### src/sfsu_pkg.sv
`timescale 1ns / 1ps
package sfsu_pkg;

    localparam int MAX_DEPTH       = 500;
    localparam int DEPTH_STEP      = 8;
    localparam int ROT_STAGES      = 8;
    localparam int STEPS_PER_STAGE = 2;
    localparam int DIV_BITS        = 16;
    localparam int DIV_STAGES      = DIV_BITS + 1;

    typedef enum logic [2:0] {
        REG_SCREEN_WIDTH  = 3'd0,
        REG_SCREEN_HEIGHT = 3'd1,
        REG_HOLE1_X       = 3'd2,
        REG_HOLE1_Y       = 3'd3,
        REG_HOLE2_X       = 3'd4,
        REG_HOLE2_Y       = 3'd5,
        REG_ROTATE_SHIFT  = 3'd6,
        REG_ROTATE_STEPS  = 3'd7
    } reg_idx_t;

    typedef struct packed {
        logic signed [15:0] x;
        logic signed [15:0] y;
        logic [8:0]         z;
    } star_t;

    typedef struct packed {
        logic [9:0]  rem;
        logic [15:0] dq;
        logic        neg;
    } div_lane_t;

endpackage

### src/sfsu_div.sv
`timescale 1ns / 1ps
module sfsu_div
    import sfsu_pkg::*;
(
    input  logic                clk,
    input  logic                en,
    input  logic signed [15:0]  num_x,
    input  logic signed [15:0]  num_y,
    input  logic [8:0]          den,
    output logic signed [16:0]  quo_x,
    output logic signed [16:0]  quo_y
);

    // Restoring division on magnitudes, one quotient bit per stage, truncating toward zero.
    div_lane_t lx_reg  [DIV_BITS];
    div_lane_t ly_reg  [DIV_BITS];
    div_lane_t lx_next [DIV_BITS];
    div_lane_t ly_next [DIV_BITS];
    logic [8:0] den_reg [DIV_BITS];
    logic signed [16:0] quo_x_reg;
    logic signed [16:0] quo_y_reg;

    function automatic div_lane_t div_step(div_lane_t a, logic [8:0] d);
        div_lane_t  r;
        logic [9:0] trial;
        begin
            trial = {a.rem[8:0], a.dq[15]};
            r.neg = a.neg;
            if (trial >= {1'b0, d})
            begin
                r.rem = trial - {1'b0, d};
                r.dq  = {a.dq[14:0], 1'b1};
            end
            else
            begin
                r.rem = trial;
                r.dq  = {a.dq[14:0], 1'b0};
            end
            return r;
        end
    endfunction

    function automatic div_lane_t div_load(logic signed [15:0] v);
        div_lane_t r;
        begin
            r.rem = '0;
            r.neg = v[15];
            r.dq  = v[15] ? 16'(-v) : v;
            return r;
        end
    endfunction

    always_comb
    begin
        for (int i = 0; i < DIV_BITS; i++)
        begin
            if (i == 0)
            begin
                lx_next[i] = div_step(div_load(num_x), den);
                ly_next[i] = div_step(div_load(num_y), den);
            end
            else
            begin
                lx_next[i] = div_step(lx_reg[i-1], den_reg[i-1]);
                ly_next[i] = div_step(ly_reg[i-1], den_reg[i-1]);
            end
        end
    end

    always_ff @(posedge clk)
    begin
        if (en)
        begin
            for (int i = 0; i < DIV_BITS; i++)
            begin
                lx_reg[i]  <= lx_next[i];
                ly_reg[i]  <= ly_next[i];
                den_reg[i] <= (i == 0) ? den : den_reg[i-1];
            end
            quo_x_reg <= lx_reg[DIV_BITS-1].neg ? -$signed({1'b0, lx_reg[DIV_BITS-1].dq})
                                                 :  $signed({1'b0, lx_reg[DIV_BITS-1].dq});
            quo_y_reg <= ly_reg[DIV_BITS-1].neg ? -$signed({1'b0, ly_reg[DIV_BITS-1].dq})
                                                 :  $signed({1'b0, ly_reg[DIV_BITS-1].dq});
        end
    end

    assign quo_x = quo_x_reg;
    assign quo_y = quo_y_reg;

endmodule

### config.mk
export PLATFORM = sky130hd
export DESIGN_NAME = sfsu_div
export DESIGN_NICKNAME = d
export VERILOG_FILES = /design/src/sfsu_pkg.sv /design/src/sfsu_div.sv
export SDC_FILE = /design/constraint.sdc
export NUM_CORES = 1
export LEC_CHECK = 0
export ABC_AREA = 1
export ABC_CLOCK_PERIOD_IN_PS = 5600
export BUFFER_PORTS_ARGS = -buffer_cell sky130_fd_sc_hd__clkbuf_2
export CAP_MARGIN = 20
export CELL_PAD_IN_SITES_DETAIL_PLACEMENT = 1
export CELL_PAD_IN_SITES_GLOBAL_PLACEMENT = 1
export CORE_UTILIZATION = 45
export CTS_CLUSTER_DIAMETER = 80
export CTS_CLUSTER_SIZE = 40
export DETAILED_ROUTE_END_ITERATION = 6
export PLACE_DENSITY = 0.72
export RECOVER_POWER = 50
export SYNTH_ARGS = -nofsm -noshare
export SYNTH_HDL_FRONTEND = slang
export SYNTH_SLANG_ARGS = --single-unit
### constraint.sdc
create_clock -name clk -period 5.6 [get_ports clk]
set_clock_uncertainty 0.1 [all_clocks]
set_input_delay 0.56 -clock clk [delete_from_list [all_inputs] [get_ports clk]]
set_output_delay 0.56 -clock clk [all_outputs]
set_load 0.05 [all_outputs]
==> reports/qor.txt, run 1 <==
status: finished, violations left
failing checks: max-capacitance violations, max-slew violations
Critical Path Start Type: input port
Max Clk Rate: 0.319 GHz
RePlAce Congestion: 0.854
via count: 33066
syn nets: 5354
first-pass GRT wire length: 182 mm
min-delay src: num_y[8]
reg-to-reg startpoint: den_reg[0][69]$_DFFE_PP_
synth warn: 0
Reg clk slew, reported paths: 130 ps
antenna-violating nets left: 0
Final Hold Viols: 0
most frequent cells in the layout: nand2_1 (1594), edfxtp_1 (983), inv_1 (831), nand3_1 (492), ha_1 (278)
Final Setup Violations: 0
CTS Root Cell: clkbuf_16
post-synthesis sequential area ratio: 0.587
CP peak stage delay: 1970 ps
H-tree depth: 2
CTS tree: done
worst-margin pin slew: 2680 ps
ant diodes: 0
crit path kind: input port to flop
Synth Instances: 5005
DP HPWL: 88.5 mm
core area: 111000 sq um
syn_area_per_cell: 10.0 sq um
post-DR wirelength/cell: 17.2 um
Ports: 77
max_slew headroom: -0.788
worst skew pair latency: 680 ps
top cell type's share of synthesized area: 0.587
First-pass DRT Iterations: 5
Leak Pwr: 24.8 nW
Netlist cell types: 31
CP max FO: 113
fin. max-slew vios: 353
worst reg-to-reg setup slack: 3190 ps
Die X: 336 um
Area Overhead vs Synth: 8.00%
Synth area leader: edfxtp_1
largest net degree at the start of global routing: 165
initial core utilization: 0.454
CP Data Arrival Time: 3270 ps
Hold Crit Depth: 3
crit path launch: en
cell total after placement: 6508
Clock Tree Buf Depth: 3
Tightest Hold Check Type: input port to flop
drt total wl: 114 mm
Worst Path Required: 5740 ps
Yosys reg bits: 983
clk sinks: 983
CP Cell Sequence: buf_8 > clkbuf_2
CP max-delay cell: clkbuf_2
Starting DRT DRC Count: 1700
Worst Setup End Kind: flop
Buf/Inv on CP: 2
worst reg2reg path depth: 10
Port Buffers: 76
Rows: 122
CP top delay family: buffers and inverters
Global Route Usage Sum: 0.204
vias per inst: 5.01
final core utilization: 0.490
unrepaired setup endpoints after global routing: false
Total Power: 25.0 mW
die height: 336 um
WHS Endpoint: ly_reg[0][10]$_DFFE_PP_
commonest non-fill, non-tap cell in the layout: nand2_1
fin crit share: 0.559
number of global-route vias before repair: 33986
DRC Markers: 0
Final min period: 3130 ps
cell area after synthesis: 50300 sq um
Pwr per Cell Area: 460 nW/um^2
MaxCap Viol Count: 5
nets: 5427
final cell count without fillers: 6604
Peak VDD IR: 0.298 mV
fraction of layout cells with a size suffix above 1: 0.0586
global route total overflow: 0
CTS buffer count: 47
setup TNS: 0 ps
Area contributors post-synth: edfxtp_1 (59%), nand2_1 (12%), ha_1 (6.9%)
area of the die: 113000 sq um
reg2reg end: ly_reg[1][22]$_DFFE_PP_
initial antenna violation count: 3
==> per-stage QoR <==
| step | setup WS, ps | hold WS, ps | area (sq um) |
|---|---|---|---|
| after floorplan | 3320 | 300 | 50300 |
| after global placement | 2730 | 301 | 52200 |
| after detailed placement | 2720 | 305 | 52200 |
| after CTS | 2920 | 8.10 | 54300 |
| after global routing | 2190 | 77.6 | 54300 |
| final | 2470 | 89.5 | 54300 |
==> synth_stat cells <==
master    number
nand2_1     1594
edfxtp_1     983
inv_1        831
nand3_1      492
ha_1         278
a21oi_1      155
nor2_1       138
xor2_1        86
nand4_1       66
buf_2         56
xnor2_1       41
nor3_1        37
nand2_4       33
nand2_2       29
nor2_2        29
fa_1          28
nand3b_1      24
o21ai_0       22
nor2_4        18
a21oi_2       12
buf_6         12
nand2_8       10
and2_1         9
or2_2          9
clkbuf_1       5
a21boi_0       2
inv_2          2
and2_4         1
o211ai_1       1
o31ai_1        1
or2_0          1
==> routing by layer <==
layer  global-route usage  vias to the layer above  wire, um
li1                     -                    16527         -
met1                0.282                    16001     53400
met2                0.346                      420     54700
met3               0.0182                      118      3510
met4               0.0489                        0      2290
met5                    0                        -         0
==> worst max-delay path by stage <==
stage                                         end  slack (ps)  depth (start not counted)
after floorplan           lx_reg[0][17]$_DFFE_PP_        3320                         12
after global placement    lx_reg[0][17]$_DFFE_PP_        2730                         13
after global routing           quo_x[7]$_DFFE_PP_        2190                          2
after detailed placement  lx_reg[0][17]$_DFFE_PP_        2720                         13
after CTS                 lx_reg[0][17]$_DFFE_PP_        2920                         14
final                          quo_y[6]$_DFFE_PP_        2470                          2
==> logic make-up (layout without fill, tap and decap cells) <==
family	after synthesis	count (layout)	share of synthesized area
adders and majority gates	306	306	0.0804
xor gates and xnor gates	127	127	0.0221
DFF	983	983	0.587
and+or+nand+nor	2490	2490	0.219
AOI/OAI and AO/OA	193	193	0.0203
buffers and inverters	906	1017	0.0709
==> where the power goes <==
part / switching [mW] / internal, mW / total, mW
combinational: 6.15 / 3.18 / 9.33
sequential: 0.886 / 9.96 / 10.8
clock: 2.82 / 1.98 / 4.79
total: 9.85 / 15.1 / 25.0
==> area by class of cell <==
| class | instances | area, sq um |
|---|---|---|
| fill | 12400 | 56400 |
| tap | 1488 | 1860 |
| timing repair buffer | 97 | 557 |
| clock buffer | 49 | 1230 |
| clock inverter | 38 | 811 |
| multi-input combinational | 3116 | 17200 |
| inverter | 833 | 3130 |
| sequential | 983 | 29500 |
==> repair_timing <==
item                                   in CTS  in global routing
endpoints found under the hold margin       9                  0
buffers inserted                            0                  0
hold buffers                                9                  0
resized for setup                           0                  0
No activity file was read; power rests on OpenSTA's default activity.
==> inputs of run 2 (changes only) <==
--- a/config.mk
+++ b/config.mk
@@ -6,7 +6,7 @@
 export NUM_CORES = 1
 export LEC_CHECK = 0
 export ABC_AREA = 1
-export ABC_CLOCK_PERIOD_IN_PS = 5600
+export ABC_CLOCK_PERIOD_IN_PS = 2900
 export BUFFER_PORTS_ARGS = -buffer_cell sky130_fd_sc_hd__clkbuf_2
 export CAP_MARGIN = 20
 export CELL_PAD_IN_SITES_DETAIL_PLACEMENT = 1
==> constraint.sdc (replaced) <==
create_clock -name clk -period 2.9 [get_ports clk]
set_clock_uncertainty 0.1 [all_clocks]
set_input_delay 0.29 -clock clk [delete_from_list [all_inputs] [get_ports clk]]
set_output_delay 0.29 -clock clk [all_outputs]
set_load 0.05 [all_outputs]
==> reports/qor.txt, run 2 (synthesis gave the netlist of run 1 again) <==
fin area: 54800 sq um
vias per inst: 5.00
area of the multi-input gates: 17200 sq um
Ports: 77
CP Cell Sequence: dlygate4sd3_1 > clkbuf_2 > clkbuf_4
DRC Markers: 0
CTS Root Cell: clkbuf_16
Post-CTS Setup Bufs: 0
Critical Path Start Type: input port
internal power: 28.9 mW
Port Buffers: 76
initial antenna violation count: 8
most frequent cells in the layout: nand2_1 (1594), edfxtp_1 (983), inv_1 (831), nand3_1 (492), ha_1 (278)
min-delay src: num_x[0]
unrepaired setup endpoints after global routing: false
reg2reg end: lx_reg[1][18]$_DFFE_PP_
first-pass GRT wire length: 184 mm
fraction of layout cells with a size suffix above 1: 0.0627
Final Hold Viols: 0
MaxCap Viol Count: 1
CP endpoint: ly_reg[0][151]$_DFFE_PP_
status: finished, violations left
clk sinks: 983
CP max-delay cell: clkbuf_2
worst skew pair latency: 690 ps
worst reg-to-reg setup slack: 490 ps
Pwr per Cell Area: 870 nW/um^2
switching portion of total power: 0.393
Rows: 122
RePlAce Congestion: 0.878
Leak Pwr: 25.1 nW
Worst Setup End Kind: flop
CP max FO: 51
Global Route Usage Sum: 0.207
Starting DRT DRC Count: 1941
CTS buffer count: 45
Peak VDD IR: 0.517 mV
cell total after placement: 6541
Tightest Hold Check Type: input port to flop
Die X: 336 um
combinational cell fraction of total power: 0.377
H-tree depth: 2
area of the die: 113000 sq um
fin crit share: 0.900
Clock Tree Buf Depth: 3
DP HPWL: 90.2 mm
commonest non-fill, non-tap cell in the layout: nand2_1
NetSw: 18.7 mW
CTS tree: done
final cell count without fillers: 6670
sequential share of power: 0.440
global route total overflow: 0
drt total wl: 115 mm
Final Setup Violations: 0
Reg area: 29500 sq um
die height: 336 um
Final min period: 2610 ps
worst-margin pin slew: 1540 ps
setup TNS: 0 ps
failing checks: max-capacitance violations, max-slew violations
via count: 33352
number of global-route vias before repair: 34283
Worst Path Required: 3100 ps
initial core utilization: 0.454
DP Area: 52600 sq um
Max Clk Rate: 0.383 GHz
crit path kind: input port to flop
max_slew headroom: -0.0255
core area: 111000 sq um
crit path launch: en
clock group share of total power: 0.183
Reg clk slew, reported paths: 130 ps
nets: 5493
CP peak stage delay: 1080 ps
First-pass DRT Iterations: 5
number of fill cells: 12404
fin. max-slew vios: 37
worst reg2reg path depth: 10
CP Data Arrival Time: 2810 ps
reg-to-reg startpoint: den_reg[0][64]$_DFFE_PP_
antenna-violating nets left: 0
post-DR wirelength/cell: 17.3 um
largest net degree at the start of global routing: 105
Area Overhead vs Synth: 8.95%
==> run 2: cell type report <==
type	instances	share of cell area
Tap cell	1488	0.0340
Clock buffer	47	0.0215
Sequential cell	983	0.539
Timing Repair Buffer	165	0.0222
Inverter	833	0.0571
Antenna cell	1	0.0000457
Multi-Input combinational cell	3116	0.314
Clock inverter	37	0.0123
==> run 2: power groups by stage <==
stage	sequential [mW]	clock, mW	combinational [mW]
3_3_place_gp	21.2	0	17.2
6_report	20.9	8.73	18.0
5_1_grt	21.2	9.37	20.7
3_5_place_dp	21.3	0	17.9
2_1_floorplan	20.4	0	13.6
4_1_cts	21.0	9.03	18.1
==> run 2: through the flow <==
| step | utilization | hold WS (ps) | power (mW) | worst slack [ps] |
|---|---|---|---|---|
| after floorplan | - | 289 | 34.0 | 889 |
| after global placement | 0.475 | 300 | 38.4 | 300 |
| after detailed placement | 0.475 | 305 | 39.2 | 269 |
| after CTS | 0.496 | 200 | 48.1 | 418 |
| after global routing | 0.495 | 254 | 51.2 | 115 |
| final | 0.495 | 265 | 47.7 | 290 |
==> run 2: how the worst min path moves through the flow <==
stage / end / slack [ps] / cells past startpoint
detailed placement: lx_reg[1][175]$_DFFE_PP_ / 310 / 0
CTS: ly_reg[0][2]$_DFFE_PP_ / 200 / 2
global placement: lx_reg[0][195]$_DFFE_PP_ / 300 / 0
global route: den_reg[0][5]$_DFFE_PP_ / 250 / 2
finish: lx_reg[0][2]$_DFFE_PP_ / 270 / 2
floorplan: den_reg[0][0]$_DFFE_PP_ / 290 / 0
==> run 2: routing by layer <==
| metal | vias up | routed length (um) | part of all wire | global-route usage |
|---|---|---|---|---|
| met5 | - | 40 | 0.00035 | 0 |
| met4 | 6 | 2560 | 0.022 | 0.0529 |
| met3 | 132 | 3810 | 0.033 | 0.0223 |
| met2 | 438 | 54700 | 0.47 | 0.348 |
| met1 | 16093 | 54100 | 0.47 | 0.285 |
| li1 | 16683 | - | - | - |
==> run 2: critical path: cells and delay by family <==
family	cells	cell delay (ps)
buffers and inverters	3	2460
==> run 2: timing repair <==
| item | CTS | global route |
|---|---|---|
| gates resized for setup | 0 | 0 |
| hold endpoints to repair | 64 | 0 |
| hold buffers | 44 | 0 |
